$ cat src/hw/rtl/qrs_pkg.sv
`timescale 1ns / 1ps

package qrs_pkg;

  // Word format
  localparam int WORD_BITS = 32;
  localparam int FRAC_BITS = 16;

  // Derived widths
  localparam int DW  = 2 * WORD_BITS + 2;   // discriminant
  localparam int SW  = WORD_BITS + 1;       // square root, one bit per cell
  localparam int RW  = SW + 2;              // square root remainder
  localparam int NW  = WORD_BITS + 2;       // numerator magnitude
  localparam int DDW = WORD_BITS + 1;       // divisor and divider remainder
  localparam int NFW = NW + FRAC_BITS;      // scaled numerator

  // Result classes
  localparam logic [2:0] CLS_NONE  = 3'd0;
  localparam logic [2:0] CLS_ONE   = 3'd1;
  localparam logic [2:0] CLS_TWO   = 3'd2;
  localparam logic [2:0] CLS_INF   = 3'd3;
  localparam logic [2:0] CLS_NOSOL = 3'd4;

  typedef logic signed [WORD_BITS-1:0] word_t;

  // Sign/magnitude coefficients plus class so far
  typedef struct packed {
    logic                 na;
    logic                 nb;
    logic                 nc;
    logic [WORD_BITS-1:0] ma;
    logic [WORD_BITS-1:0] mb;
    logic [WORD_BITS-1:0] mc;
    logic [2:0]           cls;
    logic                 quad;
  } coef_t;

  typedef struct packed {
    logic [DW-1:0] rad;
    logic [RW-1:0] rem;
    logic [SW-1:0] root;
    coef_t         coef;
  } sqrt_t;

  // One divider lane: sh holds the remaining numerator bits and collects quotient bits
  typedef struct packed {
    logic [DDW-1:0]       rem;
    logic [WORD_BITS-1:0] sh;
    logic [DDW-1:0]       den;
    logic                 neg;
    logic                 ovf;
    logic                 use_q;
  } lane_t;

  typedef struct packed {
    lane_t      l1;
    lane_t      l2;
    logic [2:0] cls;
  } div_t;

  typedef struct packed {
    logic [WORD_BITS-1:0] root;
    logic                 sat;
  } res_t;

  // One digit of the restoring square root
  function automatic sqrt_t sqrt_step(sqrt_t x);
    logic [RW+1:0] t;
    logic [RW+1:0] trial;
    sqrt_t         y;
    y     = x;
    t     = {x.rem, x.rad[DW-1:DW-2]};
    trial = {2'b00, x.root, 2'b01};
    if (t >= trial) begin
      t      = t - trial;
      y.root = {x.root[SW-2:0], 1'b1};
    end else begin
      y.root = {x.root[SW-2:0], 1'b0};
    end
    y.rem = t[RW-1:0];
    y.rad = {x.rad[DW-3:0], 2'b00};
    return y;
  endfunction

  // One quotient bit of the restoring divider
  function automatic lane_t div_step(lane_t x);
    logic [DDW:0] t;
    logic         qb;
    lane_t        y;
    y  = x;
    t  = {x.rem, x.sh[WORD_BITS-1]};
    qb = 1'b0;
    if (t >= {1'b0, x.den}) begin
      t  = t - {1'b0, x.den};
      qb = 1'b1;
    end
    y.rem = t[DDW-1:0];
    y.sh  = {x.sh[WORD_BITS-2:0], qb};
    return y;
  endfunction

  // Load a lane: scale numerator, catch quotients of more than WORD_BITS bits
  function automatic lane_t mk_lane(logic [NW-1:0] mag, logic neg, logic [DDW-1:0] den,
                                    logic use_q);
    logic [NFW-1:0] num;
    logic [NFW-1:0] hi;
    lane_t          l;
    num     = {mag, {FRAC_BITS{1'b0}}};
    hi      = num >> WORD_BITS;
    l.rem   = hi[DDW-1:0];
    l.sh    = num[WORD_BITS-1:0];
    l.den   = den;
    l.neg   = neg;
    l.use_q = use_q;
    l.ovf   = hi >= {{(NFW-DDW){1'b0}}, den};
    return l;
  endfunction

  // Clip, apply sign, zero an unused lane
  function automatic res_t fin_lane(lane_t l);
    logic [WORD_BITS-1:0] lim;
    logic [WORD_BITS-1:0] q;
    logic                 sat;
    res_t                 r;
    lim = l.neg ? {1'b1, {(WORD_BITS-1){1'b0}}} : {1'b0, {(WORD_BITS-1){1'b1}}};
    sat = l.ovf || (l.sh > lim);
    q   = sat ? lim : l.sh;
    r.root = !l.use_q ? '0 : (l.neg ? (~q + 1'b1) : q);
    r.sat  = l.use_q && sat;
    return r;
  endfunction

endpackage

$ cat src/hw/rtl/qrs_sqrt_cell.sv
`timescale 1ns / 1ps

module qrs_sqrt_cell (
  input  logic           clk,
  input  logic           rst_n,
  input  logic           en,
  input  logic           in_valid,
  input  qrs_pkg::sqrt_t in_data,
  output logic           out_valid,
  output qrs_pkg::sqrt_t out_data
);

  logic           valid_r;
  qrs_pkg::sqrt_t data_r;
  qrs_pkg::sqrt_t data_nxt;

  // one root bit per cell
  assign data_nxt = qrs_pkg::sqrt_step(in_data);

  always_ff @(posedge clk) begin
    if (!rst_n) begin
      valid_r <= 1'b0;
    end else if (en) begin
      valid_r <= in_valid;
    end
  end

  always_ff @(posedge clk) begin
    if (en) begin
      data_r <= data_nxt;
    end
  end

  assign out_valid = valid_r;
  assign out_data  = data_r;

endmodule

$ cat config.mk
export PLATFORM = sky130hd
export DESIGN_NAME = qrs_sqrt_cell
export DESIGN_NICKNAME = d
export VERILOG_FILES = /design/src/hw/rtl/qrs_pkg.sv /design/src/hw/rtl/qrs_sqrt_cell.sv
export SDC_FILE = /design/constraint.sdc
export NUM_CORES = 1
export LEC_CHECK = 0
export ABC_AREA = 1
export BUFFER_PORTS_ARGS = -buffer_cell sky130_fd_sc_hd__buf_2
export CAP_MARGIN = 20
export CELL_PAD_IN_SITES_DETAIL_PLACEMENT = 0
export CELL_PAD_IN_SITES_GLOBAL_PLACEMENT = 1
export CORE_AREA = 2 2 186 188
export DETAILED_ROUTE_END_ITERATION = 10
export DIE_AREA = 0 0 188 190
export PLACE_DENSITY_LB_ADDON = 0.1
export SYNTH_ARGS = -nofsm -noshare
export SYNTH_HDL_FRONTEND = slang
export SYNTH_SLANG_ARGS = --single-unit
export TNS_END_PERCENT = 30
$ cat constraint.sdc
create_clock -name clk -period 5.14 [get_ports clk]
set_clock_uncertainty 0.15 [all_clocks]
set_input_delay 0.514 -clock clk [delete_from_list [all_inputs] [get_ports clk]]
set_output_delay 0.514 -clock clk [all_outputs]
set_load 0.02 [all_outputs]
# --- Yosys cells after proc, flatten, opt, wreduce, memory -nomap -nowiden ---
# Cells that the tools add are included.
word_totals:
  out_inout_bits: 238
  regBits: 236
op_classes:
  addsub: 1
  mux: 2
  order_cmp: 1
op_table:
  columns: ["cell", "count"]
  rows:
  - ["greater-or-equal comparator 37 x 35 -> 1 bit", 1]
  - ["2-to-1 mux 35 bit", 1]
  - ["subtractor 35 bit", 1]
  - ["2-to-1 mux 1 bit", 1]

# --- Logic depth before layout (Yosys ltp) ---
depth:
  ltp_word: 2
  mapped_depth: 16

# --- Least setup slack after synthesis ---
# Ideal clock, no wire load.
synth_path:
  kind: "in2reg"
  startpoint: "input in_data[125] (netlist bit)"
  endpoint: "register data_r, in the netlist out_data[146] (data pin)"
  path_buffers: 1
  setup_slack_ps: 2837
  setup_ps: 253
  stages: 11
  arrival_time_ps: 1900
  cell_sequence: "inv_1 ha_1 a21oi_1 nand2_1 nand2_1 nand2_1 a21oi_2 nand4_4 buf_6 nand2_2 o21ai_2"
synth_lines:
  columns: ["item", "line_no", "text"]
  rows:
  - ["start, declared", "qrs_sqrt_cell.sv:8", "input qrs_pkg::sqrt_t in_data,"]
  - ["end signal, assigned", "qrs_sqrt_cell.sv:30", "data_r <= data_nxt;"]
  - ["end, declared", "qrs_sqrt_cell.sv:14", "qrs_pkg::sqrt_t data_r;"]

==> impl_metrics.json <==
{
  "path_clk_slew_ps": 60,
  "worst_slew_pin_slew_ps": 819.5,
  "hold_viol": 0,
  "dieArea_mm2": 0.03572,
  "die_h_um": 190,
  "insertion_delay_ps": 520,
  "wl_per_cell_um": 19.10,
  "critPathBufInv": 3,
  "arrival_ps": 3130,
  "rr_endpoint": "out_valid",
  "setup_viol": 0,
  "num_rows": 68,
  "gr-total-overflow": 0,
  "status": "complete, no violations",
  "crit_path_cell_trace": "buf_2 > inv_1 > ha_1 > a21oi_1 > nand2_1 > a21oi_2 > nand2_1 > nand2_1 > nand4_4 > buf_4 > nand3_1 > nand2_1",
  "fin_cells": 2023,
  "cap_violations": 0,
  "min_period_ps": 3009,
  "cpPeakStageDelay_ps": 580,
  "grt_max_degree": 102,
  "cp-start-kind": "input pin",
  "fillCellCount": 3318,
  "io_pins": 479,
  "crit_cells": 12,
  "io_buffers": 476,
  "r2r_setup_slack_ps": 4340,
  "layout-drive-gt1-share": 0.3700,
  "synthFlopType": "edfxtp_1",
  "drv_slew": 0,
  "cts_tree": "built",
  "synth_area_per_cell_um2": 11.60,
  "layout.nets": 1825,
  "track_usage": 0.2080,
  "routed_via_density": 4.322,
  "crit_path_frequent_cell": "nand2_1",
  "postPlaceCellArea_mm2": 0.01348,
  "num_vias": 8744,
  "ys_ff_latch": 236,
  "rr_worst_depth": 2,
  "floorplan.initialDensity": 0.3117,
  "antenna_found_initial": 8,
  "slowest_stage": "nand4_4",
  "critPathLaunch": "in_data[121]",
  "netlist_area_mm2": 0.01058,
  "numPlacedInstances": 1837,
  "power_mw": 5.181,
  "cts.sinks": 236,
  "gp_congestion": 0.8472,
  "max_slew_margin": 0.4537,
  "cts_root_buf": "clkbuf_16",
  "drtIter0Drc": 398,
  "crit_required_ps": 5260,
  "end_kind": "flip-flop",
  "cts_max_level": 1,
  "drtPass1Iterations": 4,
  "whs_ps": 28.07,
  "cp_top_family": "simple AND/OR/NAND/NOR gates",
  "die_w_um": 188,
  "setup.worst_path.end": "out_data[157]",
  "synth_edf_count": 235,
  "setup_tns_ps": 0,
  "p_per_area_mw_per_mm2": 331.0,
  "final_area_mm2": 0.01565,
  "design.core.area_mm2": 0.03395,
  "power.leakage_nw": 7.334,
  "critPathMaxFanout": 35,
  "grt_setup_unrepaired": "no",
  "yosys_warnings": 0,
  "hold_class": "input pin to flip-flop",
  "dp_hpwl_um": 30540,
  "grt_pass1_vias": 8803,
  "async_flop_share": 0,
  "synth_cells": 912,
  "ys_types": 35,
  "cts_buffer_depth": 3,
  "r2r_start": "out_valid",
  "fmax_mhz": 332.4,
  "synth-seq-area-share": 0.6688,
  "ir_drop_mv": 0.2175,
  "cts_resized": 0,
  "fin_crit_sh": 0.5853,
  "drc": 0,
  "grt_pass1_wl_um": 55430,
  "syn_to_final_growth_pct": 47.92,
  "cts_made_buffers": 27,
  "ant_nets": 0,
  "wl_um": 38650,
  "path_class": "input pin to flip-flop"
}
[cells in the mapped netlist (4+ instances only)]
cell type | count | area share
a21oi_1 | 23 | 0.011
buf_6 | 5 | 0.0053
edfxtp_1 | 235 | 0.67
ha_1 | 35 | 0.041
inv_1 | 145 | 0.051
nand2_1 | 228 | 0.081
nand2_2 | 24 | 0.014
nand3_1 | 54 | 0.026
nand3_2 | 13 | 0.012
nand3b_1 | 10 | 0.0071
nand4_1 | 4 | 0.0024
nor2_1 | 56 | 0.020
nor2_2 | 5 | 0.0030
nor3_1 | 6 | 0.0028
o21ai_0 | 5 | 0.0024
o21ai_2 | 15 | 0.012
o21bai_1 | 7 | 0.0050
xor2_1 | 16 | 0.013
[metal layers]
metal | vias to the layer above | GRT usage | wire length, µm
li1 | 4323 | - | -
met1 | 4075 | 0.2679 | 16650
met2 | 282 | 0.3523 | 18740
met3 | 56 | 0.04722 | 2235
met4 | 8 | 0.05694 | 961
met5 | - | 0 | 57
[worst min path at each step]
stage                 start             to  slack [ps]  depth (start not counted)
2_1_floorplan     out_valid      out_valid         460                          2
3_3_place_gp      out_valid      out_valid         380                          2
3_5_place_dp      out_valid      out_valid         380                          2
4_1_cts         in_data[74]   out_data[74]        0.09                          1
5_1_grt        in_data[101]  out_data[101]           5                          1
6_report       in_data[193]  out_data[195]          30                          1
[state kept, by name, indices dropped and copies added (netlist names)]
signal	cells
out_valid	1
out_data	235
[final cells by class]
type                       count  area [µm²]  share of cell area
timing repair buffer         617        3809              0.2433
tap                          455       569.3             0.03637
inverter                     145       544.3             0.03477
sequential                   236        7077              0.4521
clock buffer                  34       701.9             0.04484
clock inverter                11       78.83            0.005036
antenna                        3       7.507           0.0004796
multi-input combinational    522        2865              0.1831
[logic make-up (layout without fill, tap and decap cells)]
family                   count (synthesis)  after routing  share of synthesized area
adder cells (fa/ha/maj)                 35             35                    0.04139
XOR/XNOR                                17             17                    0.01407
other                                    1              5                  0.0003544
AND/OR/NAND/NOR                        411            411                     0.1791
AO/OA/AOI/OAI                           57             57                    0.03547
buffers and inverters                  155            807                    0.06078
flip-flops                             236            236                     0.6688
[metrics by stage]
| step | util | setup slack, ps |
|---|---|---|
| after global routing | 0.4609 | 1904 |
| final | 0.4611 | 2131 |
| after global placement | 0.3972 | 1677 |
| after detailed placement | 0.3972 | 1539 |
| after floorplan | - | 2837 |
| after CTS | 0.4609 | 2098 |
[power by group]
| part | internal, mW | total [mW] | switching [mW] |
|---|---|---|---|
| clock | 1.00 | 1.74 | 0.734 |
| sequential | 2.32 | 2.37 | 0.0439 |
| combinational | 0.389 | 1.08 | 0.688 |
| total | 3.72 | 5.18 | 1.47 |
[what timing repair did]
action	4_1_cts	5_1_grt
hold buffers	138	0
setup buffers	0	0
endpoints found under the hold margin	138	0
[cell usage in the layout, fill, tap and decap left out, drive strengths merged, types with 2 or more instances in the layout]
master / instances
nor3: 8
clkinvlp: 2
nand4: 5
ha: 35
o21bai: 7
clkinv: 8
buf: 479
conb: 2
a21oi: 26
diode: 3
nand2: 253
o21ai: 22
nor2: 64
nand3b: 10
nand3: 67
nor4: 3
inv: 145
xor2: 16
clkbuf: 34
dlygate4sd3: 138
edfxtp: 235
Power figures use the tool's default switching activity.
