`src/hw/rtl/qrs_pkg.sv`:
```
`timescale 1ns / 1ps

package qrs_pkg;

  // Word format
  localparam int WORD_BITS = 32;
  localparam int FRAC_BITS = 16;

  // Derived widths
  localparam int DW  = 2 * WORD_BITS + 2;   // discriminant
  localparam int SW  = WORD_BITS + 1;       // square root, one bit per cell
  localparam int RW  = SW + 2;              // square root remainder
  localparam int NW  = WORD_BITS + 2;       // numerator magnitude
  localparam int DDW = WORD_BITS + 1;       // divisor and divider remainder
  localparam int NFW = NW + FRAC_BITS;      // scaled numerator

  // Result classes
  localparam logic [2:0] CLS_NONE  = 3'd0;
  localparam logic [2:0] CLS_ONE   = 3'd1;
  localparam logic [2:0] CLS_TWO   = 3'd2;
  localparam logic [2:0] CLS_INF   = 3'd3;
  localparam logic [2:0] CLS_NOSOL = 3'd4;

  typedef logic signed [WORD_BITS-1:0] word_t;

  // Sign/magnitude coefficients plus class so far
  typedef struct packed {
    logic                 na;
    logic                 nb;
    logic                 nc;
    logic [WORD_BITS-1:0] ma;
    logic [WORD_BITS-1:0] mb;
    logic [WORD_BITS-1:0] mc;
    logic [2:0]           cls;
    logic                 quad;
  } coef_t;

  typedef struct packed {
    logic [DW-1:0] rad;
    logic [RW-1:0] rem;
    logic [SW-1:0] root;
    coef_t         coef;
  } sqrt_t;

  // One divider lane: sh holds the remaining numerator bits and collects quotient bits
  typedef struct packed {
    logic [DDW-1:0]       rem;
    logic [WORD_BITS-1:0] sh;
    logic [DDW-1:0]       den;
    logic                 neg;
    logic                 ovf;
    logic                 use_q;
  } lane_t;

  typedef struct packed {
    lane_t      l1;
    lane_t      l2;
    logic [2:0] cls;
  } div_t;

  typedef struct packed {
    logic [WORD_BITS-1:0] root;
    logic                 sat;
  } res_t;

  // One digit of the restoring square root
  function automatic sqrt_t sqrt_step(sqrt_t x);
    logic [RW+1:0] t;
    logic [RW+1:0] trial;
    sqrt_t         y;
    y     = x;
    t     = {x.rem, x.rad[DW-1:DW-2]};
    trial = {2'b00, x.root, 2'b01};
    if (t >= trial) begin
      t      = t - trial;
      y.root = {x.root[SW-2:0], 1'b1};
    end else begin
      y.root = {x.root[SW-2:0], 1'b0};
    end
    y.rem = t[RW-1:0];
    y.rad = {x.rad[DW-3:0], 2'b00};
    return y;
  endfunction

  // One quotient bit of the restoring divider
  function automatic lane_t div_step(lane_t x);
    logic [DDW:0] t;
    logic         qb;
    lane_t        y;
    y  = x;
    t  = {x.rem, x.sh[WORD_BITS-1]};
    qb = 1'b0;
    if (t >= {1'b0, x.den}) begin
      t  = t - {1'b0, x.den};
      qb = 1'b1;
    end
    y.rem = t[DDW-1:0];
    y.sh  = {x.sh[WORD_BITS-2:0], qb};
    return y;
  endfunction

  // Load a lane: scale numerator, catch quotients of more than WORD_BITS bits
  function automatic lane_t mk_lane(logic [NW-1:0] mag, logic neg, logic [DDW-1:0] den,
                                    logic use_q);
    logic [NFW-1:0] num;
    logic [NFW-1:0] hi;
    lane_t          l;
    num     = {mag, {FRAC_BITS{1'b0}}};
    hi      = num >> WORD_BITS;
    l.rem   = hi[DDW-1:0];
    l.sh    = num[WORD_BITS-1:0];
    l.den   = den;
    l.neg   = neg;
    l.use_q = use_q;
    l.ovf   = hi >= {{(NFW-DDW){1'b0}}, den};
    return l;
  endfunction

  // Clip, apply sign, zero an unused lane
  function automatic res_t fin_lane(lane_t l);
    logic [WORD_BITS-1:0] lim;
    logic [WORD_BITS-1:0] q;
    logic                 sat;
    res_t                 r;
    lim = l.neg ? {1'b1, {(WORD_BITS-1){1'b0}}} : {1'b0, {(WORD_BITS-1){1'b1}}};
    sat = l.ovf || (l.sh > lim);
    q   = sat ? lim : l.sh;
    r.root = !l.use_q ? '0 : (l.neg ? (~q + 1'b1) : q);
    r.sat  = l.use_q && sat;
    return r;
  endfunction

endpackage

```
`src/hw/rtl/qrs_div_cell.sv`:
```
`timescale 1ns / 1ps

module qrs_div_cell (
  input  logic          clk,
  input  logic          rst_n,
  input  logic          en,
  input  logic          in_valid,
  input  qrs_pkg::div_t in_data,
  output logic          out_valid,
  output qrs_pkg::div_t out_data
);

  logic          valid_r;
  qrs_pkg::div_t data_r;
  qrs_pkg::div_t data_nxt;

  // one quotient bit per lane per cell
  always_comb begin
    data_nxt     = in_data;
    data_nxt.l1  = qrs_pkg::div_step(in_data.l1);
    data_nxt.l2  = qrs_pkg::div_step(in_data.l2);
  end

  always_ff @(posedge clk) begin
    if (!rst_n) begin
      valid_r <= 1'b0;
    end else if (en) begin
      valid_r <= in_valid;
    end
  end

  always_ff @(posedge clk) begin
    if (en) begin
      data_r <= data_nxt;
    end
  end

  assign out_valid = valid_r;
  assign out_data  = data_r;

endmodule

```
`config.mk`:
```
export PLATFORM = sky130hd
export DESIGN_NAME = qrs_div_cell
export DESIGN_NICKNAME = d
export VERILOG_FILES = /design/src/hw/rtl/qrs_pkg.sv /design/src/hw/rtl/qrs_div_cell.sv
export SDC_FILE = /design/constraint.sdc
export NUM_CORES = 1
export LEC_CHECK = 0
export BUFFER_PORTS_ARGS = -buffer_cell sky130_fd_sc_hd__buf_2
export CORE_UTILIZATION = 30
export CTS_CLUSTER_DIAMETER = 150
export DETAILED_ROUTE_END_ITERATION = 10
export GPL_ROUTABILITY_DRIVEN = 0
export HOLD_SLACK_MARGIN = 0.15
export SKIP_CTS_REPAIR_TIMING = 1
export SYNTH_ARGS = -nofsm -noshare
export SYNTH_HDL_FRONTEND = slang
export SYNTH_SLANG_ARGS = --single-unit
```
`constraint.sdc`:
```
create_clock -name clk -period 3.2 [get_ports clk]
set_input_delay 0.64 -clock clk [delete_from_list [all_inputs] [get_ports clk]]
set_output_delay 0.64 -clock clk [all_outputs]
set_load 0.01 [all_outputs]
```
# [Yosys cells after proc, flatten, opt, wreduce, memory -nomap -nowiden]
# Index checks and enable logic that the tools add are counted.
[word_totals] register_bits=206 output_inout_bits=206 in_bits=209
[classes] muxes=4 magnitude_cmp=2 add_sub_neg=2
[ops] cell=">= comparator 34 x 33 -> 1 bit" n=2
[ops] cell="two-way mux 33 bit" n=2
[ops] cell="subtractor 33 bit" n=2
[ops] cell="two-way mux 1 bit" n=2

# [Longest topological paths before layout]
# Gate-level depths: netlist (run 1).
[logic_depth] depth_word=2 depth_mapped=14 depth_no_buf=13

# [Least setup slack after synthesis (run 1)]
# Ideal clock, no wire load.
[synth_path] path_kind="input-to-reg" startpoint="input port in_data[171] in the netlist's numbering" endpoint="register data_r, in the netlist out_data[173], data pin" n_path_buf=1 slack_ps=-99 arrival_ps=3037 path_stages=12 path_cell_list="inv_1 -> ha_1 -> inv_1 -> fa_1 -> a21o_1 -> o21a_1 -> o311a_1 -> o21ai_2 -> a31oi_2 -> a211oi_2 -> buf_6 -> mux2_1"
[synth_lines] item="start: declaration" line_no="qrs_div_cell.sv:8" rtl="input qrs_pkg::div_t in_data,"
[synth_lines] item="end signal: assignment" line_no="qrs_div_cell.sv:34" rtl="data_r <= data_nxt;"
[synth_lines] item="end: declaration" line_no="qrs_div_cell.sv:14" rtl="qrs_pkg::div_t data_r;"

==> reports/results.ini, run 1 <==
[synth]
synthesis.nets=1193
synth_cells=916
synth_area_per_cell_sq_um=11.77
yosysUniqueCellTypes=66
synth_top_area_share_pct=57.09
synth-seq-cells=206
ys.flop_type=edfxtp_1
async_reset_ff_share_pct=0
netlist_area_sq_um=10780
synth.area.top_cells=edfxtp_1 (57%), ha_1 (7.7%), nand2_1 (3.4%)
yosysWarnings=0
ys_seq_area_share_pct=57.28
synth_top_area_cell=edfxtp_1
synth_edf_count=205

[grt]
grt_pass1_wl_microns=46990
grt_usage_pct=16.60
globalRouteOverflowTotal=0
first_global_vias=8833
grtUsageMet3_pct=3.362
grt_max_degree=62
gr-usage-met1_pct=20.47
grt_busiest_layer=met2
antenna_found_initial=4
globalRouteMet2Util_pct=28.92

[setup_path]
cp_data_arrival_time_ps=3310
r2r_cells=2
r2r_start=out_valid$_SDFFE_PN0P_
required_ps=3470
critPathCaptureType=flip-flop
path_max_fanout=26
r2r_end=out_valid$_SDFFE_PN0P_
cp-start-kind=primary input
setup.worst_path.start=in_data[171]
criticalPathCategory=in2reg
r2r_slack_ps=2610

[clock_tree]
cts_sinks=206
cts_tree=done
cts_max_path_buffers=3
cts_buffers=25
cts.root.buffer_cell=clkbuf_16
cts_max_level=1
cts.clk_slew.worst_paths_ps=60
clk_latency_ps=530

[power_and_ir_drop]
p_per_area_nw_per_um2=533.6
irDropWorstVdd_mv=0.4140
p_leak_uw=0.006689

[timing]
fin_crit_sh_pct=95.03
max_freq_ghz=0.3288
rsz0062_at_grt=false
fin_skew_ps=0
setup_viol=0
relSlewSlack_pct=53.91
worst_pin_slew_ps=685.5
hold_viol_final=0
layout_min_cycle_time_ps=3041
slew_viol_final=0
hold_ws_ps=275.9

[final_layout]
final_common_cell=buf_2
utilization_pct=41.99
final_nets=1696
drive_above_1_share_pct=40.61
final_cell_area_sq_um=14900
area_delta_synth_final_pct=38.16
fillers=3400
final_cell_mix=buf_2 (413), edfxtp_1 (205), nand2_1 (97), inv_1 (85), buf_4 (81)

[die]
fp.dieW_microns=191.6
coreArea_sq_um=35480
die_h_microns=191.6
start_util_pct=30.39
rows=69
top_level_ports=415
die_area_sq_um=36700

[placement]
dpl_cell_area_sq_um=14110
portBuffers=414
hpwl_microns=25560

[outcome]
outcome=complete, no violations

[hold_path]
holdPathEnd=out_data[171]$_DFFE_PP_
hold_path.startpoint=in_data[170]
hp-class=in2reg
min_path_cells=1

[detailed_routing]
vias_per_cell=4.688
post_drt_wl_per_cell_microns=16.63
dr.first_iter.drc_count=443
drc=0
drt_pre_antenna_iters=4
finalWirelength_microns=31620
ant_nets=0
num_vias=8912

[job]
maxCapViolCount=0

==> cells in the mapped netlist (5+ instances only) <==
cell type	instances
o21a_1	9
o21ai_2	29
nand4_1	14
edfxtp_1	205
a211oi_1	11
o41ai_1	5
o21bai_1	11
o211ai_1	8
and3_1	5
clkbuf_1	13
a21o_1	32
xor2_1	23
ha_1	66
o21ai_0	56
a21oi_1	55
nor2_1	35
nor3_1	11
inv_1	87
buf_2	7
nand3_1	16
xnor2_1	32
a31oi_1	6
o31ai_1	9
nor2b_1	10
nand2_1	97
==> metal layers <==
layer,vias to the layer above,share of wire [%]
met2,318,49
met3,45,7.2
met5,-,0.041
li1,4405,-
met4,2,2.6
met1,4142,41
==> report_power, final <==
| group | internal, uW | total (uW) | leakage (uW) | switching [uW] |
|---|---|---|---|---|
| clock | 1600 | 2730 | 0.000381 | 1130 |
| combinational | 809 | 1820 | 0.00430 | 1010 |
| sequential | 3320 | 3400 | 0.00201 | 83.9 |
| total | 5730 | 7950 | 0.00669 | 2220 |
==> worst max path at each step <==
| stage | slack, ps | end | cells past startpoint |
|---|---|---|---|
| CTS | 190 | out_data[197]$_DFFE_PP_ | 13 |
| finish | 160 | out_data[197]$_DFFE_PP_ | 13 |
| floorplan | -8 | out_data[173]$_DFFE_PP_ | 12 |
| global placement | -330 | out_data[197]$_DFFE_PP_ | 13 |
| global route | 30 | out_data[201]$_DFFE_PP_ | 13 |
| detailed placement | -380 | out_data[201]$_DFFE_PP_ | 13 |
==> critical path: stages <==
cell	delay, ps
buf_2	150
inv_12	60
ha_4	130
inv_2	40
fa_2	370
a21o_1	210
o21a_1	220
o311a_1	330
o21ai_2	200
a31oi_4	120
a211oi_4	330
buf_4	370
o31ai_1	140
==> stage by stage <==
stage                     instances  TNS (ps)  setup WS [ps]  power [uW]
after floorplan                 916    -7.977         -7.977        4419
after global placement         1853     -9139         -326.4        5265
after detailed placement       1853    -11690         -383.3        5288
after CTS                      1899         0          194.6        8078
after global routing           1900         0          32.36        8356
final                          1901         0          159.1        7950
==> sequential cells by signal, indices dropped and copies added (netlist names) <==
name       flops
out_valid      1
out_data     205
==> logic make-up (layout without fill, tap and decap cells) <==
group	after synthesis	in the layout	share of synthesized area, %
adders and majority gates	68	68	8.030
AOI/OAI and AO/OA	259	259	16.33
other	0	2	0
muxes	4	4	0.4061
DFF	206	206	57.28
and+or+nand+nor	210	210	9.016
buffers and inverters	114	636	4.479
xor gates and xnor gates	55	55	4.467
==> cell type report <==
class                      instances  area [sq um]  area share (%)
clock buffer                      30         644.4           4.325
timing repair buffer             503          2849           19.12
antenna                            2         5.005         0.03359
tap                              461         576.8           3.872
sequential                       206          6176           41.45
multi-input combinational        596          4167           27.97
clock inverter                    16         141.4          0.9490
inverter                          87         339.1           2.276
(Power assumes the default switching activity.)
==> inputs of run 2 (changes only) <==
--- a/config.mk
+++ b/config.mk
@@ -5,10 +5,11 @@
 export SDC_FILE = /design/constraint.sdc
 export NUM_CORES = 1
 export LEC_CHECK = 0
-export BUFFER_PORTS_ARGS = -buffer_cell sky130_fd_sc_hd__buf_2
 export CORE_UTILIZATION = 30
 export CTS_CLUSTER_DIAMETER = 150
+export CTS_CLUSTER_SIZE = 14
 export DETAILED_ROUTE_END_ITERATION = 10
+export DONT_BUFFER_PORTS = 1
 export GPL_ROUTABILITY_DRIVEN = 0
 export HOLD_SLACK_MARGIN = 0.15
 export SKIP_CTS_REPAIR_TIMING = 1
==> run 2 against run 1 <==
Effect of this change:
- first-iteration DRC count fell by 30%
- non-clock buffer count fell by 433
- combinational power fell by 38%
- critical path depth fell by 1
- final area fell by 17%
- via count fell by 21%
- flip-flop and latch count did not move
- die area did not move
- maximum frequency rose by 8.7%
- critical endpoint is now out_data[173]$_DFFE_PP_
==> reports/results.ini, run 2 (same netlist as run 1, synthesis figures left out) <==
[final_layout]
multi_input_area_sq_um=4167  ; unchanged
seq_area_sq_um=6176  ; unchanged
fillers=3518  ; was 3400
final_nets=1256  ; was 1696
final_common_cell=edfxtp_1  ; was buf_2
area_delta_synth_final_pct=14.64  ; was 38.16%
final_cell_area_sq_um=12360  ; was 14900 sq um
final_cell_mix=edfxtp_1 (205), nand2_1 (97), inv_1 (85), buf_4 (66), ha_1 (65)  ; was buf_2 (413), edfxtp_1 (205), nand2_1 (97), inv_1 (85), buf_4 (81)
antennaDiodeCount=0  ; was 2
utilization_pct=34.84  ; was 41.99%
largest_reg_flops=205  ; unchanged
drive_above_1_share_pct=13.60  ; was 40.61%

[setup_path]
cp_data_arrival_time_ps=3050  ; was 3310 ps
criticalPathCategory=in2reg  ; unchanged
cp-start-kind=primary input  ; unchanged
path_cells=inv_12 -> ha_4 -> inv_2 -> fa_2 -> a21o_1 -> o21a_1 -> o311a_1 -> o21ai_2 -> a31oi_4 -> a211oi_4 -> buf_4 -> mux2_4  ; was buf_2 -> inv_12 -> ha_4 -> inv_2 -> fa_2 -> a21o_1 -> o21a_1 -> o311a_1 -> o21ai_2 -> a31oi_4 -> a211oi_4 -> buf_4 -> o31ai_1
slowest_stage=fa_2  ; unchanged
required_ps=3450  ; was 3470 ps
critPathTopFamily=compound AO/OA/AOI/OAI gates  ; unchanged
critical-path-max-stage-delay_ps=360  ; was 370 ps
path_max_fanout=7  ; was 26
critPathCaptureType=flip-flop  ; unchanged
path_buf_inv=3  ; was 4

[power_and_ir_drop]
netSwitchingPower_uw=1864  ; was 2223 uW
swShare_pct=27.11  ; was 27.96%
clkPwrFrac_pct=30.8  ; was 34.3%
finalPower_uw=6875  ; was 7950 uW
internal_power_uw=5012  ; was 5727 uW
p_per_area_nw_per_um2=556.2  ; was 533.6 nW/um^2
irDropWorstVdd_mv=0.4332  ; was 0.4140 mV
p_leak_uw=0.004823  ; was 0.006689 uW
pwr-share-seq_pct=52.9  ; was 42.8%
combPwrFrac_pct=16.4  ; was 22.9%

[grt]
grt_pass1_wl_microns=42120  ; was 46990 microns
first_global_vias=7000  ; was 8833
antenna_found_initial=0  ; was 4
globalRouteOverflowTotal=0  ; unchanged
grt_usage_pct=15.18  ; was 16.60%
grt_max_degree=207  ; was 62

[timing]
relSlewSlack_pct=58.31  ; was 53.91%
layout_min_cycle_time_ps=2796  ; was 3041 ps
slew_viol_final=0  ; unchanged
setup_viol=0  ; unchanged
rsz0062_at_grt=false  ; unchanged
worst_pin_slew_ps=625.4  ; was 685.5 ps
setup_tns_ps=0  ; unchanged
hold_viol_final=0  ; unchanged
fin_skew_ps=0  ; unchanged
max_freq_ghz=0.3576  ; was 0.3288 GHz
fin_crit_sh_pct=87.39  ; was 95.03%

[detailed_routing]
vias_per_cell=4.894  ; was 4.688
drt_pre_antenna_iters=4  ; unchanged
num_vias=7077  ; was 8912
finalWirelength_microns=29440  ; was 31620 microns
drc=0  ; unchanged
post_drt_wl_per_cell_microns=20.36  ; was 16.63 microns
dr.first_iter.drc_count=310  ; was 443
ant_nets=0  ; unchanged

[die]
die_area_sq_um=36700  ; unchanged
coreArea_sq_um=35480  ; unchanged
rows=69  ; unchanged
fp.dieW_microns=191.6  ; unchanged
die_h_microns=191.6  ; unchanged
top_level_ports=415  ; unchanged
start_util_pct=30.39  ; unchanged

[clock_tree]
cts.root.buffer_cell=clkbuf_16  ; unchanged
clk_latency_ps=490  ; was 530 ps
cts.clk_slew.worst_paths_ps=80  ; was 60 ps
cts_max_path_buffers=3  ; unchanged
cts_buffers=18  ; was 25
cts_sinks=206  ; unchanged
cts_max_level=1  ; unchanged
cts_tree=done  ; unchanged

[job]
maxCapViolCount=0  ; unchanged

[placement]
portBuffers=0  ; was 414
dpl_cell_area_sq_um=11830  ; was 14110 sq um
hpwl_microns=23240  ; was 25560 microns

[hold_path]
hp-class=in2reg  ; unchanged

[outcome]
outcome=complete, no violations  ; unchanged

[run 2: changes by cell type in the layout (fill, tap and decap cells not counted)]
cell / previous run / this run
clkbuf_16: 25 / 19
inv_6: 1 / 0
clkbuf_1: 5 / 6
buf_4: 81 / 66
clkbuf_8: 1 / 0
buf_12: 8 / 4
clkinv_1: 4 / 0
buf_2: 413 / 0
diode_2: 2 / 0
clkinv_2: 5 / 0
clkinv_4: 2 / 0
bufinv_16: 2 / 1
clkinvlp_4: 2 / 0
[run 2: worst paths after layout]
path	startpoint	end	slack, ps	cells after the start
setup / recovery	in_data[171]	out_data[173]$_DFFE_PP_	400	12
setup reg to reg	out_valid$_SDFFE_PN0P_	out_valid$_SDFFE_PN0P_	2570	2
hold reg to reg	out_valid$_SDFFE_PN0P_	out_valid$_SDFFE_PN0P_	570	2
hold / removal	in_data[129]	out_data[129]$_DFFE_PP_	220	0
[run 2: routing by layer]
metal	vias up	track usage, %	routed length, microns
met5	-	0	0
met3	26	6.578	3168
li1	3497	-	-
met2	276	26.64	14480
met4	0	3.327	438
met1	3278	16.88	11350
[run 2: final cells by class]
cell class              count  area share [%]
clock buffers              25           4.028
clock inverters             1          0.2429
inverters                  87           2.743
multi-input cells         596           33.70
flip-flops and latches    206           49.96
well taps                 461           4.666
repair buffers             70           4.656
[run 2: per-stage QoR]
stage               cells  hold WS, ps  setup slack [ps]
floorplan             916        538.3            -7.977
global placement     1420        560.4            -82.88
detailed placement   1420        565.3            -119.4
CTS                  1446        185.6             415.8
global route         1446        188.1             293.3
finish               1446        224.8             403.6
[run 2: power groups by stage]
| stage | Combinational (uW) | Clock, uW | Sequential [uW] |
|---|---|---|---|
| after floorplan | 816 | 0 | 3600 |
| after global placement | 1110 | 0 | 3700 |
| after detailed placement | 1130 | 0 | 3700 |
| after CTS | 1130 | 2220 | 3650 |
| after global routing | 1260 | 2300 | 3670 |
| final | 1130 | 2120 | 3630 |
